## src/design/c8x_pkg.sv

```systemverilog
// shared types and constants for the chip-8 execute unit
// no dependencies
`timescale 1ns / 1ps
package c8x_pkg;
  localparam logic [2:0] ACT_INC   = 3'd0;
  localparam logic [2:0] ACT_NOINC = 3'd1;
  localparam logic [2:0] ACT_SKIP  = 3'd2;
  localparam logic [2:0] ACT_QUIT  = 3'd3;
  localparam logic [2:0] ACT_ERR   = 3'd4;

  localparam logic [2:0] DISP_NONE  = 3'd0;
  localparam logic [2:0] DISP_CLEAR = 3'd1;
  localparam logic [2:0] DISP_SDOWN = 3'd2;
  localparam logic [2:0] DISP_SRIGHT = 3'd3;
  localparam logic [2:0] DISP_SLEFT = 3'd4;
  localparam logic [2:0] DISP_DRAW  = 3'd5;

  localparam logic [1:0] REQ_EXEC  = 2'd0;
  localparam logic [1:0] REQ_WRITE = 2'd1;
  localparam logic [1:0] REQ_READ  = 2'd2;

  // shared alu operations
  localparam logic [3:0] ALU_PASS_B = 4'd0;
  localparam logic [3:0] ALU_OR     = 4'd1;
  localparam logic [3:0] ALU_AND    = 4'd2;
  localparam logic [3:0] ALU_XOR    = 4'd3;
  localparam logic [3:0] ALU_ADD    = 4'd4;
  localparam logic [3:0] ALU_SUB    = 4'd5;
  localparam logic [3:0] ALU_SHR    = 4'd6;
  localparam logic [3:0] ALU_SHL    = 4'd7;

  typedef struct packed {
    logic [3:0] op;
    logic [7:0] a;
    logic [7:0] b;
  } alu_req_t;

  typedef struct packed {
    logic [7:0] y;
    logic       flag;
    logic       eq;
  } alu_rsp_t;
endpackage

```

## src/design/c8x_alu.sv

```systemverilog
// shared 8-bit alu for the 3xkk, 4xkk, 5xy0 and 9xy0 compares and the 7xkk and 8xyn arithmetic
// depends on c8x_pkg
`timescale 1ns / 1ps
module c8x_alu (
  input  c8x_pkg::alu_req_t req,
  output c8x_pkg::alu_rsp_t rsp
);
  logic [8:0] sum;
  logic [8:0] dif;
  assign sum = {1'b0, req.a} + {1'b0, req.b};
  assign dif = {1'b0, req.a} - {1'b0, req.b};
  always_comb begin
    rsp.eq = (req.a == req.b);
    rsp.flag = 1'b0;
    rsp.y = req.b;
    unique case (req.op)
      c8x_pkg::ALU_PASS_B: rsp.y = req.b;
      c8x_pkg::ALU_OR:  rsp.y = req.a | req.b;
      c8x_pkg::ALU_AND: rsp.y = req.a & req.b;
      c8x_pkg::ALU_XOR: rsp.y = req.a ^ req.b;
      c8x_pkg::ALU_ADD: begin rsp.y = sum[7:0]; rsp.flag = sum[8]; end
      c8x_pkg::ALU_SUB: begin rsp.y = dif[7:0]; rsp.flag = ~dif[8]; end
      c8x_pkg::ALU_SHR: begin rsp.y = {1'b0, req.a[7:1]}; rsp.flag = req.a[0]; end
      c8x_pkg::ALU_SHL: begin rsp.y = {req.a[6:0], 1'b0}; rsp.flag = req.a[7]; end
      default: rsp.y = req.b;
    endcase
  end
endmodule

```

## config.mk

```make
export PLATFORM = sky130hd
export DESIGN_NAME = c8x_alu
export DESIGN_NICKNAME = d
export VERILOG_FILES = /design/src/design/c8x_pkg.sv /design/src/design/c8x_alu.sv
export SDC_FILE = /design/constraint.sdc
export NUM_CORES = 1
export LEC_CHECK = 0
export BUFFER_PORTS_ARGS = -buffer_cell sky130_fd_sc_hd__buf_4
export CAP_MARGIN = 20
export CORE_MARGIN = 2
export CORE_UTILIZATION = 50
export DETAILED_ROUTE_END_ITERATION = 16
export PLACE_DENSITY = 0.79
export SYNTH_ARGS = -nofsm -noshare
export SYNTH_HDL_FRONTEND = slang
export SYNTH_SLANG_ARGS = --single-unit
```

## constraint.sdc

```tcl
create_clock -name vclk -period 5.8
set_input_delay 0.58 -clock vclk [all_inputs]
set_output_delay 0.58 -clock vclk [all_outputs]
set_load 0.02 [all_outputs]
```

After elaboration in Yosys (flattened, before gate mapping)
Cells that the tools add are included.

operators by class
  $add $sub $neg = 2
  equality and inequality tests = 8
  mux-type cells = 2
  bitwise gates (word level) = 4

operators by type and width
  kind                                                             count
  8-bit case mux with 7 select lines                               1
  4-bit by 3-bit == test with 1-bit output, second input constant  4
  8-bit by 8-bit adder with 9-bit output                           1
  8-bit by 8-bit subtractor with 9-bit output                      1
  8-bit AND                                                        1
  4-bit by 2-bit == test with 1-bit output, second input constant  2
  8-bit == test                                                    1
  8-bit bitwise OR                                                 1
  8-bit bitwise XOR                                                1
  4-bit by 1-bit == test with 1-bit output, second input constant  1
  1-bit case mux with 4 select lines                               1
  1-bit inverter                                                   1

storage, ports and cells
  register bits = 0
  bits of input ports = 20
  output and inout port bits = 10

Depth between registers and ports, before layout
  word-level depth = 3
  gate-level depth with buffers = 9

Worst setup path before layout
OpenSTA, ideal clock, no wires.

  path type = input to output
  start = input port req[0] in the netlist's numbering
  end = output port rsp[1] in the netlist's numbering
  arrival time = 2.402 ns
  data required time = 5.220 ns
  slack = 2.818 ns
  stages on the path = 8
  buffers on the path = 0
  cell sequence = ha_1 > inv_1 > fa_1 > nor2b_1 > o31ai_1 > nand2b_1 > a21oi_1 > o311ai_0

RTL lines
  element             line          RTL
  start: declaration  c8x_alu.sv:5  input c8x_pkg::alu_req_t req,
  end: declaration    c8x_alu.sv:6  output c8x_pkg::alu_rsp_t rsp

==> metrics.md <==
| Metric | Value |
|---|---|
| Crit Path Max Fanout | 4 |
| Psw | approximately 87 µW |
| Die Ht | 58.8 µm |
| WP buf/inv | 4 |
| Synth cell types | 50 |
| Post-synthesis compound-gate area fraction | about a third |
| Sequential share of the synthesized area | 0% |
| Initial cell density of the core | a little over half |
| Setup violations, final | 0 |
| PortBufs | 30 |
| Max Cap Viol | 0 |
| # DRC | 1 |
| # IOs | 30 |
| DP HPWL | about 3200 µm |
| Gpl congestion | a little under 1 |
| Synth Area in XOR/XNOR | ~1.2% |
| Vias in the first global route | between 1000 and 1500 |
| Vias per cell | approximately 6.5 |
| Antenna violations before repair | 0 |
| Synth warnings | 0 |
| Leading cell type in the layout, fill and taps excluded | buf_4 |
| Maximum clock rate | ~0.32 GHz |
| Post-CTS Setup Bufs | 0 |
| Int Pwr | 64.9 µW |
| Multi-input logic area | 0.00133 mm² |
| CTS resizes | 0 |
| Layout clock buffer count | 0 |
| First-pass GRT wire length | slightly above 7000 µm |
| Multiplexer share of the synthesized area | 12.2% |
| Crit path capture type | primary output |
| Die Wd | ~59 µm |
| Largest family of logic cells by synthesized area | compound AO/OA/AOI/OAI gates |
| Cell Area, Synth | about 0.0015 mm² |
| Least-Margin Pin Slew | approximately 0.6 ns |
| Critical path data arrival time | approximately 2.6 ns |
| Fin. Hold Viols | 0 |
| Syn Nets | roughly 250 |
| Cells after synthesis | about 200 |
| Worst hold margin | ~1.5 ns |
| Slowest stage cell, crit path | o311ai_0 |
| Worst EP required | about 5.2 ns |
| Antenna Nets Post-Route | 0 |
| Clock share of power | 0% |
| Critical path class | primary input to primary output |
| Diodes inserted | 0 |
| Sequential group share of total power | 0% |
| WL/cell | approximately 17 µm |
| Final nets | ~270 |
| Relative slew slack | around three fifths |
| Fin Setup TNS | 0 ns |
| Logic pwr share | 100.0% |
| Synth Area in Adders | between 20% and 30% |
| Critical-path cell list | buf_4 -> inv_1 -> ha_1 -> inv_1 -> fa_1 -> nor2b_1 -> o311ai_0 -> a221oi_1 -> o32ai_1 -> a21oi_1 -> buf_4 |
| Largest delay share family, worst path | compound AO/OA/AOI/OAI gates |
| Total gr overflow | 0 |
| Most frequent cells in the layout | buf_4, inv_1, ha_1, nor2_1, a21oi_1 |
| Crit-path max cell delay | 0.39 ns |
| Period utilization | 54.7% |
| Core footprint | approximately 0.0028 mm² |
| Synthesis-to-layout area growth | 12.8% |
| Synth Area in Simple Gates | between 10% and 20% |
| Post-Syn Area per Cell | between 7 and 8 µm² |
| PD cells | ~90 mW/mm² |
| # rows | 19 |
| Fillers | ~270 |
| WL final | between 4000 and 5000 µm |
| Violated checks | DRC |
| Hold buffers post-CTS | 0 |
| Die footprint | roughly 0.0035 mm² |
| Leakage | ~0.00082 µW |
| FF+latch count | 0 |
| Reg area | 0 µm² |
| Via count | around 1600 |
| VDD IR max | 0.0416 mV |
| Layout cells sized above 1 | 17.4% |
| Min Tclk post-route | ~3.2 ns |
| All-Layer GR Usage | between 20% and 30% |
| Drt pass-1 iters | 10 |
| Sw Share | roughly 57% |
| Largest net degree at the start of global routing | 27 |
| Final slew viol count | 0 |
| Critical Path Source Type | primary input |
| Class of the worst hold path | primary input to primary output |
| Drt initial violations | 88 |
| Status | finished with violations |
| RSZ-0062 raised after global routing | no |
-- cell families (layout without fill, tap and decap cells) --
group	after synthesis	count (layout)
AO/OA/AOI/OAI	68	68
XOR/XNOR	2	2
adder cells (fa/ha/maj)	28	28
buffers and inverters	41	57
multiplexers	14	14
AND/OR/NAND/NOR	50	50
-- metrics by stage --
step | cell area, µm² | power, µW | util [%] | cells | setup slack [ns]
finish | 1690 | 152 | 60.3 | 250 | 2.63
global route | 1690 | 166 | 60.3 | 250 | 2.37
CTS | 1690 | 150 | 60.3 | 250 | 2.63
detailed placement | 1690 | 149 | 60.3 | 250 | 2.64
global placement | 1690 | 148 | 60.3 | 250 | 2.65
floorplan | 1500 | 103 | - | 203 | 2.82
-- power groups by stage --
stage | Combinational, µW | Sequential (µW) | Clock (µW)
global route | 166 | 0 | 0
finish | 152 | 0 | 0
detailed placement | 149 | 0 | 0
CTS | 150 | 0 | 0
floorplan | 103 | 0 | 0
global placement | 148 | 0 | 0
-- cell type report --
class	count	area share [%]
multi-input cells	162	78.4
repair buffers	30	13.3
inverters	27	6.00
well taps	31	2.29
-- synthesized netlist by cell type, types with 2 or more instances --
cell type	instances	area [µm²]
ha_1	26	325
nand2_1	10	37.5
o21ba_1	2	20.0
o311ai_0	3	26.3
nor3b_1	3	22.5
nor2_1	14	52.6
a22oi_1	2	15.0
a21oi_1	13	65.1
a21o_1	3	22.5
mux2i_1	10	100
a221oi_1	3	26.3
inv_1	27	101
or4_1	4	30.0
o22ai_1	3	18.8
o221ai_1	4	35.0
o211ai_1	2	15.0
nor3_1	3	15.0
xor2_1	2	17.5
o21ai_0	8	40.0
o2111ai_1	2	17.5
o31ai_1	6	45.0
a31o_2	3	26.3
nand2b_1	4	25.0
buf_2	7	35.0
fa_1	2	40.0
clkbuf_1	5	18.8
nor2b_1	4	25.0
o32ai_1	2	17.5
nand3_1	2	10.0
mux4_2	2	45.0
o21a_1	3	22.5
-- metal layers --
layer | wire length, µm | vias up | GRT usage (%)
met4 | 116 | 0 | 6.82
li1 | - | 785 | -
met1 | 1890 | 745 | 39.5
met3 | 356 | 8 | 0.220
met2 | 1860 | 84 | 39.5
met5 | 0 | - | 0
-- worst paths after layout --
path,slack [ns],startpoint,end,cells past startpoint
min,1.50,req[1],rsp[3],4
max,2.63,req[8],rsp[8],11
Note: power is estimated with default switching activity, not from simulation.
